**config.mk**
```make
export PLATFORM = sky130hd
export DESIGN_NAME = radar_sweep_led_ring_renderer_core
export DESIGN_NICKNAME = d
export VERILOG_FILES = /design/src/rsr_pkg.sv /design/src/radar_sweep_led_ring_renderer_core.sv /design/src/rsr_div.sv /design/src/rsr_front.sv /design/src/rsr_fifo.sv /design/src/rsr_back.sv
export SDC_FILE = /design/constraint.sdc
export NUM_CORES = 2
export LEC_CHECK = 0
export BUFFER_PORTS_ARGS = -buffer_cell sky130_fd_sc_hd__buf_2
export CAP_MARGIN = 20
export CORE_UTILIZATION = 65
export DETAILED_ROUTE_END_ITERATION = 7
export GPL_ROUTABILITY_DRIVEN = 0
export PLACE_DENSITY = 0.82
export SYNTH_ARGS = -nofsm -noshare
export SYNTH_HDL_FRONTEND = slang
export SYNTH_HIERARCHICAL = 1
export SYNTH_SLANG_ARGS = --single-unit
```
**constraint.sdc**
```tcl
create_clock -name clk -period 9.4 [get_ports clk]
set_input_delay 0 -clock clk [delete_from_list [all_inputs] [get_ports clk]]
set_output_delay 0 -clock clk [all_outputs]
set_load 0.01 [all_outputs]
```
**src/rsr_pkg.sv**
```systemverilog
// rsr_pkg: shared types and constants for the radar sweep ring renderer
// depends on nothing; used by every module of the block
package rsr_pkg;

  // sweep timing and colors
  localparam int PERIOD_NUM  = 2000;
  localparam int PING_START  = 200;
  localparam int PING_FADE   = 10;
  localparam int HEAD_RED    = 150;
  localparam int HEAD_GREEN  = 255;
  localparam int HEAD_BLUE   = 150;

  // iterative divider: dividend width
  localparam int DIV_W       = 14;
  // tail shading: quotient bits, pipeline stages in the back end
  localparam int Q_BITS      = 8;
  localparam int BACK_STAGES = Q_BITS + 2;

  // frame queue depth
  localparam int FIFO_DEPTH  = 2;

  // request modes
  localparam logic MODE_TRIGGER = 1'b0;
  localparam logic MODE_RENDER  = 1'b1;

  // register indexes
  localparam logic [0:0] REG_REF_LEDS    = 1'b0;
  localparam logic [0:0] REG_ROUND_LIMIT = 1'b1;

  typedef enum logic [2:0] {
    F_IDLE,
    F_EVAL,
    F_DIV_PER,
    F_STEP,
    F_SCALE,
    F_DIV_POS,
    F_PUSH
  } front_state_t;

  typedef struct packed {
    logic                 start;
    logic [DIV_W-1:0]     dividend;
    logic [6:0]           divisor;
  } div_req_t;

  typedef struct packed {
    logic                 done;
    logic [DIV_W-1:0]     quotient;
  } div_rsp_t;

  // one frame handed from front to back
  typedef struct packed {
    logic [6:0]  n;
    logic [6:0]  spos;
    logic [4:0]  tail;
    logic [7:0]  ping;
    logic [31:0] next_due;
  } frame_t;

  // one led in flight through the shading pipeline
  typedef struct packed {
    logic        vld;
    logic [6:0]  k;
    logic        last;
    logic        is_head;
    logic        in_tail;
    logic [4:0]  inv;
    logic [4:0]  tail;
    logic [7:0]  ping;
    logic [31:0] next_due;
    logic [17:0] rem;
    logic [9:0]  den;
    logic [Q_BITS-1:0] quo;
  } slot_t;

endpackage

```
**src/radar_sweep_led_ring_renderer_core.sv**
```systemverilog
// radar_sweep_led_ring_renderer_core: top level of the radar sweep renderer
// uses rsr_pkg, rsr_div, rsr_front, rsr_fifo and rsr_back
//
// usage
// - input channel (in_valid/in_ready): in_mode 0 is a trigger request that
//   restarts the sweep at in_now_ms; in_mode 1 renders one frame of a ring of
//   in_leds_in_ring leds. a frame gives one output request per led, in order,
//   with out_last_led on the final one and the same out_next_due_ms in all
// - config port: cfg_we, cfg_index 0 writes ref_leds, 1 writes round_limit;
//   no read-back; user must write only while the block is idle (unchecked)
// - front end: a trigger or a dropped frame runs no divide, a frame of an
//   empty ring only the step-period divide and a frame two serial divides
//   (step period, then head scaling); the front hands the frame to a 2-deep
//   queue and takes the next request
// - the back end emits one led per cycle while out_ready does not stall it,
//   through a 10-stage shading pipeline (issue stage, square stage, then one
//   quotient bit per stage); it pops a frame only after the last led of the
//   previous one is issued, so the front divides bound the frame rate for
//   small rings and the led walk for large ones
// - reset (rst_n low, synchronous) stops the sweep, empties queue and
//   pipeline, and loads ref_leds 60 and round_limit 3
// - out_ready low with out_valid high freezes the whole shading pipeline,
//   output held; the front keeps working until the queue fills
module radar_sweep_led_ring_renderer_core #(
  parameter int MAX_LEDS = 64
) (
  input  logic        clk,
  input  logic        rst_n,
  input  logic        in_valid,
  output logic        in_ready,
  input  logic        in_mode,
  input  logic [31:0] in_now_ms,
  input  logic [6:0]  in_leds_in_ring,
  output logic        out_valid,
  input  logic        out_ready,
  output logic [5:0]  out_led_index,
  output logic [7:0]  out_red,
  output logic [7:0]  out_green,
  output logic [7:0]  out_blue,
  output logic        out_last_led,
  output logic [31:0] out_next_due_ms,
  input  logic        cfg_we,
  input  logic [0:0]  cfg_index,
  input  logic [7:0]  cfg_wdata
);
  import rsr_pkg::*;

  // divider shared by the period and head-scaling divides
  div_req_t div_req;
  div_rsp_t div_rsp;

  // frame queue hookup
  frame_t push_data;
  frame_t pop_data;
  logic   push;
  logic   pop;
  logic   fifo_full;
  logic   fifo_empty;

  rsr_div u_div (
    .clk (clk),
    .rst_n (rst_n),
    .req (div_req),
    .rsp (div_rsp)
  );

  // front end: sweep state, step scheduling, head scaling
  rsr_front #(
    .MAX_LEDS (MAX_LEDS)
  ) u_front (
    .clk             (clk),
    .rst_n           (rst_n),
    .in_valid        (in_valid),
    .in_ready        (in_ready),
    .in_mode         (in_mode),
    .in_now_ms       (in_now_ms),
    .in_leds_in_ring (in_leds_in_ring),
    .cfg_we          (cfg_we),
    .cfg_index       (cfg_index),
    .cfg_wdata       (cfg_wdata),
    .div_req         (div_req),
    .div_rsp         (div_rsp),
    .push            (push),
    .push_data       (push_data),
    .fifo_full       (fifo_full)
  );

  // decouples frame setup from the led walk
  rsr_fifo u_fifo (
    .clk       (clk),
    .rst_n     (rst_n),
    .push      (push),
    .push_data (push_data),
    .full      (fifo_full),
    .pop       (pop),
    .pop_data  (pop_data),
    .empty     (fifo_empty)
  );

  // back end: per-led shading and output register
  rsr_back u_back (
    .clk             (clk),
    .rst_n           (rst_n),
    .fifo_data       (pop_data),
    .fifo_empty      (fifo_empty),
    .pop             (pop),
    .out_valid       (out_valid),
    .out_ready       (out_ready),
    .out_led_index   (out_led_index),
    .out_red         (out_red),
    .out_green       (out_green),
    .out_blue        (out_blue),
    .out_last_led    (out_last_led),
    .out_next_due_ms (out_next_due_ms)
  );

endmodule

```
**src/rsr_div.sv**
```systemverilog
// rsr_div: restoring divider, one quotient bit per cycle
// uses rsr_pkg for the request and response structs
module rsr_div (
  input  logic              clk,
  input  logic              rst_n,
  input  rsr_pkg::div_req_t req,
  output rsr_pkg::div_rsp_t rsp
);
  import rsr_pkg::*;

  localparam int CNT_W = $clog2(DIV_W);

  logic             busy_r;
  logic             done_r;
  logic [CNT_W-1:0] cnt_r;
  logic [6:0]       rem_r;
  logic [DIV_W-1:0] acc_r;
  logic [6:0]       dvs_r;

  logic [7:0] trial;
  logic [7:0] diff;
  logic       ge;

  assign trial = {rem_r, acc_r[DIV_W-1]};
  assign ge    = trial >= {1'b0, dvs_r};
  assign diff  = trial - {1'b0, dvs_r};

  always_ff @(posedge clk) begin
    if (!rst_n) begin
      busy_r <= 1'b0;
      done_r <= 1'b0;
      cnt_r  <= '0;
    end else begin
      done_r <= 1'b0;
      if (req.start) begin
        busy_r <= 1'b1;
        cnt_r  <= '0;
      end else if (busy_r) begin
        cnt_r <= cnt_r + CNT_W'(1);
        if (cnt_r == CNT_W'(DIV_W - 1)) begin
          busy_r <= 1'b0;
          done_r <= 1'b1;
        end
      end
    end
  end

  always_ff @(posedge clk) begin
    if (req.start) begin
      acc_r <= req.dividend;
      rem_r <= '0;
      dvs_r <= req.divisor;
    end else if (busy_r) begin
      rem_r <= ge ? diff[6:0] : trial[6:0];
      acc_r <= {acc_r[DIV_W-2:0], ge};
    end
  end

  assign rsp.done     = done_r;
  assign rsp.quotient = acc_r;

endmodule

```
**src/rsr_front.sv**
```systemverilog
// rsr_front: accepts requests, holds the sweep state and config registers,
// schedules head steps and scales the head onto the ring; uses rsr_pkg
module rsr_front #(
  parameter int MAX_LEDS = 64
) (
  input  logic              clk,
  input  logic              rst_n,
  input  logic              in_valid,
  output logic              in_ready,
  input  logic              in_mode,
  input  logic [31:0]       in_now_ms,
  input  logic [6:0]        in_leds_in_ring,
  input  logic              cfg_we,
  input  logic [0:0]        cfg_index,
  input  logic [7:0]        cfg_wdata,
  output rsr_pkg::div_req_t div_req,
  input  rsr_pkg::div_rsp_t div_rsp,
  output logic              push,
  output rsr_pkg::frame_t   push_data,
  input  logic              fifo_full
);
  import rsr_pkg::*;

  front_state_t state_r, state_nxt;

  logic [6:0]  ref_leds_r;
  logic [7:0]  round_limit_r;
  logic        running_r;
  logic [31:0] last_step_r;
  logic [6:0]  head_r;
  logic [7:0]  rounds_r;
  logic [7:0]  ping_r;

  logic        mode_r;
  logic [31:0] now_r;
  logic [6:0]  n_r;
  logic [10:0] period_r;
  logic [6:0]  spos_r;

  logic [6:0]  ref_c;
  logic [6:0]  n_c;
  logic        limit_hit;
  logic        render_go;
  logic        step_due;
  logic [6:0]  head_inc;
  logic        head_wrap;
  logic [6:0]  head_new;
  logic [7:0]  ping_new;

  // clamp counts into the supported range
  always_comb begin
    if (ref_leds_r == 7'd0) begin
      ref_c = 7'd1;
    end else if (int'(ref_leds_r) > MAX_LEDS) begin
      ref_c = 7'(MAX_LEDS);
    end else begin
      ref_c = ref_leds_r;
    end
    if (int'(n_r) > MAX_LEDS) begin
      n_c = 7'(MAX_LEDS);
    end else begin
      n_c = n_r;
    end
  end

  assign limit_hit = rounds_r >= round_limit_r;
  assign render_go = (mode_r == MODE_RENDER) && running_r && !limit_hit;
  assign step_due  = (now_r - last_step_r) >= {21'b0, period_r};
  assign head_inc  = head_r + 7'd1;
  assign head_wrap = head_inc >= ref_c;
  assign head_new  = head_wrap ? 7'd0 : head_inc;

  always_comb begin
    if (head_new == 7'd1) begin
      ping_new = 8'(PING_START);
    end else if (ping_r >= 8'(PING_FADE)) begin
      ping_new = ping_r - 8'(PING_FADE);
    end else begin
      ping_new = 8'd0;
    end
  end

  // next state
  always_comb begin
    state_nxt = state_r;
    case (state_r)
      F_IDLE:    if (in_valid) state_nxt = F_EVAL;
      F_EVAL:    state_nxt = render_go ? F_DIV_PER : F_IDLE;
      F_DIV_PER: if (div_rsp.done) state_nxt = F_STEP;
      F_STEP:    state_nxt = (n_c == 7'd0) ? F_IDLE : F_SCALE;
      F_SCALE:   state_nxt = F_DIV_POS;
      F_DIV_POS: if (div_rsp.done) state_nxt = F_PUSH;
      F_PUSH:    if (!fifo_full) state_nxt = F_IDLE;
      default:   state_nxt = F_IDLE;
    endcase
  end

  // outputs
  always_comb begin
    in_ready         = 1'b0;
    push             = 1'b0;
    div_req.start    = 1'b0;
    div_req.dividend = DIV_W'(PERIOD_NUM);
    div_req.divisor  = ref_c;
    case (state_r)
      F_IDLE:  in_ready = 1'b1;
      F_EVAL:  div_req.start = render_go;
      F_SCALE: begin
        div_req.start    = 1'b1;
        div_req.dividend = DIV_W'(head_r * n_c);
      end
      F_PUSH:  push = !fifo_full;
      default: ;
    endcase
  end

  assign push_data.n        = n_c;
  assign push_data.spos     = spos_r;
  assign push_data.tail     = n_c[6:2];
  assign push_data.ping     = ping_r;
  assign push_data.next_due = last_step_r + {21'b0, period_r};

  // control and sweep state
  always_ff @(posedge clk) begin
    if (!rst_n) begin
      state_r       <= F_IDLE;
      ref_leds_r    <= 7'd60;
      round_limit_r <= 8'd3;
      running_r     <= 1'b0;
      last_step_r   <= '0;
      head_r        <= '0;
      rounds_r      <= '0;
      ping_r        <= '0;
    end else begin
      state_r <= state_nxt;
      if (cfg_we) begin
        case (cfg_index)
          REG_REF_LEDS:    ref_leds_r    <= cfg_wdata[6:0];
          REG_ROUND_LIMIT: round_limit_r <= cfg_wdata;
          default: ;
        endcase
      end
      if (state_r == F_EVAL) begin
        if (mode_r == MODE_TRIGGER) begin
          running_r   <= 1'b1;
          last_step_r <= now_r;
          head_r      <= '0;
          rounds_r    <= '0;
          ping_r      <= '0;
        end else if (running_r && limit_hit) begin
          running_r <= 1'b0;
        end
      end
      if (state_r == F_STEP && step_due) begin
        last_step_r <= last_step_r + {21'b0, period_r};
        head_r      <= head_new;
        ping_r      <= ping_new;
        if (head_wrap) rounds_r <= rounds_r + 8'd1;
      end
    end
  end

  // request payload and divider results
  always_ff @(posedge clk) begin
    if (state_r == F_IDLE && in_valid) begin
      mode_r <= in_mode;
      now_r  <= in_now_ms;
      n_r    <= in_leds_in_ring;
    end
    if (state_r == F_DIV_PER && div_rsp.done) begin
      period_r <= div_rsp.quotient[10:0];
    end
    if (state_r == F_DIV_POS && div_rsp.done) begin
      // head past the ring sticks to the last led
      if (div_rsp.quotient >= DIV_W'(n_c)) begin
        spos_r <= n_c - 7'd1;
      end else begin
        spos_r <= div_rsp.quotient[6:0];
      end
    end
  end

endmodule

```
**src/rsr_fifo.sv**
```systemverilog
// rsr_fifo: short frame queue between front and back ends
// uses rsr_pkg for the frame type and depth
module rsr_fifo (
  input  logic            clk,
  input  logic            rst_n,
  input  logic            push,
  input  rsr_pkg::frame_t push_data,
  output logic            full,
  input  logic            pop,
  output rsr_pkg::frame_t pop_data,
  output logic            empty
);
  import rsr_pkg::*;

  localparam int PTR_W = (FIFO_DEPTH > 1) ? $clog2(FIFO_DEPTH) : 1;
  localparam int CNT_W = $clog2(FIFO_DEPTH + 1);

  frame_t           mem_r [FIFO_DEPTH];
  logic [PTR_W-1:0] wr_ptr_r;
  logic [PTR_W-1:0] rd_ptr_r;
  logic [CNT_W-1:0] cnt_r;

  assign full     = cnt_r == CNT_W'(FIFO_DEPTH);
  assign empty    = cnt_r == '0;
  assign pop_data = mem_r[rd_ptr_r];

  always_ff @(posedge clk) begin
    if (!rst_n) begin
      wr_ptr_r <= '0;
      rd_ptr_r <= '0;
      cnt_r    <= '0;
    end else begin
      if (push) begin
        wr_ptr_r <= (wr_ptr_r == PTR_W'(FIFO_DEPTH - 1)) ? '0 : wr_ptr_r + PTR_W'(1);
      end
      if (pop) begin
        rd_ptr_r <= (rd_ptr_r == PTR_W'(FIFO_DEPTH - 1)) ? '0 : rd_ptr_r + PTR_W'(1);
      end
      if (push && !pop) begin
        cnt_r <= cnt_r + CNT_W'(1);
      end else if (pop && !push) begin
        cnt_r <= cnt_r - CNT_W'(1);
      end
    end
  end

  always_ff @(posedge clk) begin
    if (push) mem_r[wr_ptr_r] <= push_data;
  end

endmodule

```
**src/rsr_back.sv**
```systemverilog
// rsr_back: walks the leds of each queued frame and shades them through
// a square stage and a bit-per-stage divider pipeline; uses rsr_pkg
module rsr_back (
  input  logic            clk,
  input  logic            rst_n,
  input  rsr_pkg::frame_t fifo_data,
  input  logic            fifo_empty,
  output logic            pop,
  output logic            out_valid,
  input  logic            out_ready,
  output logic [5:0]      out_led_index,
  output logic [7:0]      out_red,
  output logic [7:0]      out_green,
  output logic [7:0]      out_blue,
  output logic            out_last_led,
  output logic [31:0]     out_next_due_ms
);
  import rsr_pkg::*;

  frame_t     cur_r;
  logic       busy_r;
  logic [6:0] k_r;

  slot_t st_r   [BACK_STAGES];
  slot_t st_nxt [BACK_STAGES];
  slot_t iss;
  slot_t tail_s;

  logic       adv;
  logic       issue;
  logic [7:0] d_wide;
  logic [6:0] d;
  logic [9:0] sq;

  assign tail_s = st_r[BACK_STAGES-1];
  assign adv    = !tail_s.vld || out_ready;
  assign issue  = busy_r && adv;
  assign pop    = !busy_r && !fifo_empty;

  // distance behind the head, wrapping round the ring
  always_comb begin
    if (cur_r.spos >= k_r) begin
      d_wide = {1'b0, cur_r.spos} - {1'b0, k_r};
    end else begin
      d_wide = {1'b0, cur_r.spos} + {1'b0, cur_r.n} - {1'b0, k_r};
    end
    d = d_wide[6:0];
  end

  always_comb begin
    iss          = '0;
    iss.vld      = issue;
    iss.k        = k_r;
    iss.last     = k_r == cur_r.n - 7'd1;
    iss.is_head  = k_r == cur_r.spos;
    iss.in_tail  = d < {2'b0, cur_r.tail};
    iss.inv      = cur_r.tail - d[4:0];
    iss.tail     = cur_r.tail;
    iss.ping     = cur_r.ping;
    iss.next_due = cur_r.next_due;
  end

  assign sq = 10'(st_r[0].inv) * 10'(st_r[0].inv);

  always_comb begin
    st_nxt[0] = iss;
    // 255 * inv^2 over tail^2
    st_nxt[1]     = st_r[0];
    st_nxt[1].rem = {sq, 8'b0} - {8'b0, sq};
    st_nxt[1].den = 10'(st_r[0].tail) * 10'(st_r[0].tail);
    st_nxt[1].quo = '0;
    for (int i = 1; i < BACK_STAGES - 1; i++) begin
      st_nxt[i+1] = st_r[i];
      if (st_r[i].rem >= (18'(st_r[i].den) << (Q_BITS - i))) begin
        st_nxt[i+1].rem = st_r[i].rem - (18'(st_r[i].den) << (Q_BITS - i));
        st_nxt[i+1].quo[Q_BITS-i] = 1'b1;
      end
    end
  end

  always_ff @(posedge clk) begin
    if (!rst_n) begin
      for (int i = 0; i < BACK_STAGES; i++) st_r[i] <= '0;
    end else if (adv) begin
      st_r <= st_nxt;
    end
  end

  always_ff @(posedge clk) begin
    if (!rst_n) begin
      busy_r <= 1'b0;
      k_r    <= '0;
    end else if (pop) begin
      busy_r <= 1'b1;
      k_r    <= '0;
    end else if (issue) begin
      k_r <= k_r + 7'd1;
      if (k_r == cur_r.n - 7'd1) busy_r <= 1'b0;
    end
  end

  always_ff @(posedge clk) begin
    if (pop) cur_r <= fifo_data;
  end

  assign out_valid       = tail_s.vld;
  assign out_led_index   = tail_s.k[5:0];
  assign out_last_led    = tail_s.last;
  assign out_next_due_ms = tail_s.next_due;

  always_comb begin
    if (tail_s.is_head) begin
      out_red   = 8'(HEAD_RED);
      out_green = 8'(HEAD_GREEN);
      out_blue  = 8'(HEAD_BLUE);
    end else if (tail_s.in_tail) begin
      out_red   = 8'd0;
      out_green = tail_s.quo;
      out_blue  = 8'd0;
    end else begin
      out_red   = 8'd0;
      out_green = tail_s.ping;
      out_blue  = 8'd0;
    end
  end

endmodule

```
==> out/metrics.csv <==
metric,value,unit
die_height,287.2,µm
core_area,0.08055,mm²
criticalPathCategory,flop to flop,
rows,104,
grt_max_degree,259,
placement.io_buffers,110,
fmax,167.9,MHz
async_reset_ff_share,0,%
post-route-util,71.76,%
use_met3,4.063,%
cap_violations,0,
setup_ws,3.445,ns
rsz0062_at_grt,no,
dp_cells,6882,
hold_viol,0,
synth_top_area_cell,dfxtp_1,
dp_slack,3.511,ns
grt-busiest-layer,met2,
p_sw_share,31.57,%
use_met2,44.33,%
hold_depth,2,
synthTopCellsByArea,"dfxtp_1 (32%), edfxtp_1 (15%), nand2_1 (11%), a21oi_1 (8.1%), ha_1 (6.0%)",
firstDrtPassIters,6,
synthDistinctLibCells,109,
start_util,65.65,%
power.switching,0.004498,W
cts_buffers,110,
grt.total_usage,27.93,%
worstPathRequired,9.79,ns
drc_errors,0,
layout.nets,6361,
syn_avg_cell_area,8.682,µm²
synthCells,6090,
io_pins,119,
grtUsageMet1,38.45,%
post-route-min-period,5.955,ns
vias_per_cell,5.900,
num_antenna_cells,0,
synth_common_cells,"nand2_1 (1517), dfxtp_1 (854), a21oi_1 (853)",
combPwrFrac,27.9,%
tightestPinTransition,1.378,ns
cts_tree,done,
fin_crit_sh,63.35,%
drive_above_1_share,7.735,%
endpoint_kind,flop,
fin_area,0.05780,mm²
drt_iter0_markers,3766,
synth_top_area_share,32.33,%
placed_area,0.05322,mm²
die_w,287.2,µm
relSlewSlack,8.128,%
yosys_warnings,6,
cts_root_buffer,clkbuf_16,
routedWlPerCell,16.45,µm
dieArea,0.08249,mm²
synth-seq-cells,1110,
clk_pin_slew,0.07,ns
seqPwrFrac,40.3,%
syn_area,0.05288,mm²
setup_viol,0,
vias,42260,
final.setup.tns,0,ns
status,completed,
grt_pass1_vias,39570,
p_clk_share,31.8,%
htree_levels,3,
rr_worst_depth,18,
p_leak,21.60,nW
hp-class,primary input to flop,
power.density,246.5,mW/mm²
synth_edf_count,256,
cp-start-kind,flop,
cp_max_fo,17,
gr-total-overflow,0,
p_int,0.009749,W
synth_most_common_cell,nand2_1,
clock-sinks,1110,
cts_max_path_buffers,3,
clock_latency,0.70,ns
fin_skew,0.06907,ns
postRouteAntennaNets,0,
antenna_found_initial,0,
final_cells,7162,
dp_hpwl,74.62,mm
grt_pass1_wl,194.1,mm
final_max_slew_viol_count,0,
peakVddDrop,0.0001789,V
routed_wl,117.8,mm
synthToLayoutAreaGrowth,9.316,%
arrival,6.34,ns
ys.flop_type,dfxtp_1,
yosysSeqAreaShare,46.87,%
==> layout by cell type, fill, tap and decap left out, types with 36 or more instances in the layout <==
| cell | synthesis | routed |
|---|---|---|
| a211oi_1 | 45 | 45 |
| a21o_1 | 52 | 52 |
| a21oi_1 | 853 | 853 |
| a31oi_1 | 36 | 36 |
| and2_1 | 52 | 50 |
| buf_2 | 30 | 109 |
| clkbuf_16 | 0 | 111 |
| dfxtp_1 | 854 | 853 |
| dlygate4sd3_1 | 0 | 78 |
| edfxtp_1 | 256 | 256 |
| fa_1 | 40 | 40 |
| ha_1 | 254 | 254 |
| inv_1 | 301 | 300 |
| mux2_2 | 71 | 71 |
| mux2i_1 | 36 | 36 |
| nand2_1 | 1517 | 1517 |
| nand2b_1 | 44 | 43 |
| nand3_1 | 78 | 78 |
| nand4_1 | 37 | 37 |
| nor2_1 | 210 | 209 |
| nor2b_1 | 51 | 49 |
| nor3_1 | 84 | 83 |
| o21ai_0 | 164 | 164 |
| xnor2_1 | 114 | 114 |
==> path summary, 6_finish.rpt <==
path	startpoint	to	slack [ns]
worst min register to register	u_front/spos_r[6]$_DFFE_PP_	u_fifo/mem_r[1][51]$_DFFE_PP_	0.39
worst max register to register	u_front/n_r[6]$_DFFE_PP_	u_div/acc_r[13]$_DFFE_PP_	3.45
worst min-delay path	in_now_ms[12]	u_front/now_r[12]$_DFFE_PP_	0.01
worst max-delay path	u_front/n_r[6]$_DFFE_PP_	u_div/acc_r[13]$_DFFE_PP_	3.45
==> metal layers <==
metal	wire [µm]	share of wire (%)
met1	52100	44
met2	53990	46
met3	7412	6.3
met4	4307	3.7
met5	0	0
==> power groups by stage <==
| stage | registers, W | clock network (W) | logic, W |
|---|---|---|---|
| floorplan | 0.00570 | 0 | 0.00316 |
| global placement | 0.00581 | 0 | 0.00371 |
| detailed placement | 0.00583 | 0 | 0.00383 |
| CTS | 0.00573 | 0.00459 | 0.00391 |
| global route | 0.00580 | 0.00478 | 0.00438 |
| finish | 0.00574 | 0.00453 | 0.00397 |
==> registers in the layout, summed over array words and instances (netlist names), 14 cells and up, named ones only <==
signal and flops:
u_div/acc_r 14, u_back/cur_r 59, u_fifo/mem_r 118, u_front/now_r 32, u_front/last_step_r 32, u_back/st_nxt 560
u_back/out_next_due_ms 32, u_back/st_r 155
==> what timing repair did <==
item / in CTS / in global routing
setup buffers: 0 / 0
endpoints found under the hold margin: 94 / 0
hold buffers: 78 / 0
resized for setup: 0 / 0
==> metrics by stage <==
step	power, W	hold WS (ns)
floorplan	0.008853	0.09887
global placement	0.009521	0.1770
detailed placement	0.009659	0.1781
CTS	0.01423	0.0006292
global route	0.01496	0.007771
finish	0.01425	0.01403
==> worst max-delay path, cell delays in order, from the launching register on <==
cell and delay [ns]:
edfxtp_1 0.59, nor2b_1 0.75, nand2_1 0.16, fa_1 0.49, fa_1 0.55, inv_1 0.06
fa_1 0.55, inv_1 0.08, fa_1 0.54, inv_1 0.04, ha_1 0.31, a21oi_1 0.21
o21ai_0 0.10, a21oi_1 0.25, o21ai_0 0.17, o41ai_1 0.37, xnor2_1 0.17, nor2_1 0.05
mux2_2 0.26
==> logic make-up after synthesis <==
kind of cell               Yosys count  synth area share (%)
and+or+nand+nor                   2247                 18.42
AOI/OAI and AO/OA                 1451                 16.42
DFF                               1110                 46.87
buffers and inverters              720                 5.795
adders and majority gates          294                 7.525
xor gates and xnor gates           149                 2.468
muxes                              117                 2.478
other                                2               0.01420
==> cell type report <==
| class | instances | area [µm²] |
|---|---|---|
| Clock buffer | 150 | 3054 |
| Clock inverter | 51 | 739.5 |
| Fill cell | 5913 | 22750 |
| Inverter | 302 | 1141 |
| Multi-Input combinational cell | 4267 | 25100 |
| Sequential cell | 1110 | 24790 |
| Tap cell | 1060 | 1326 |
| Timing Repair Buffer | 222 | 1655 |
Note: power is estimated with default switching activity, not from simulation.
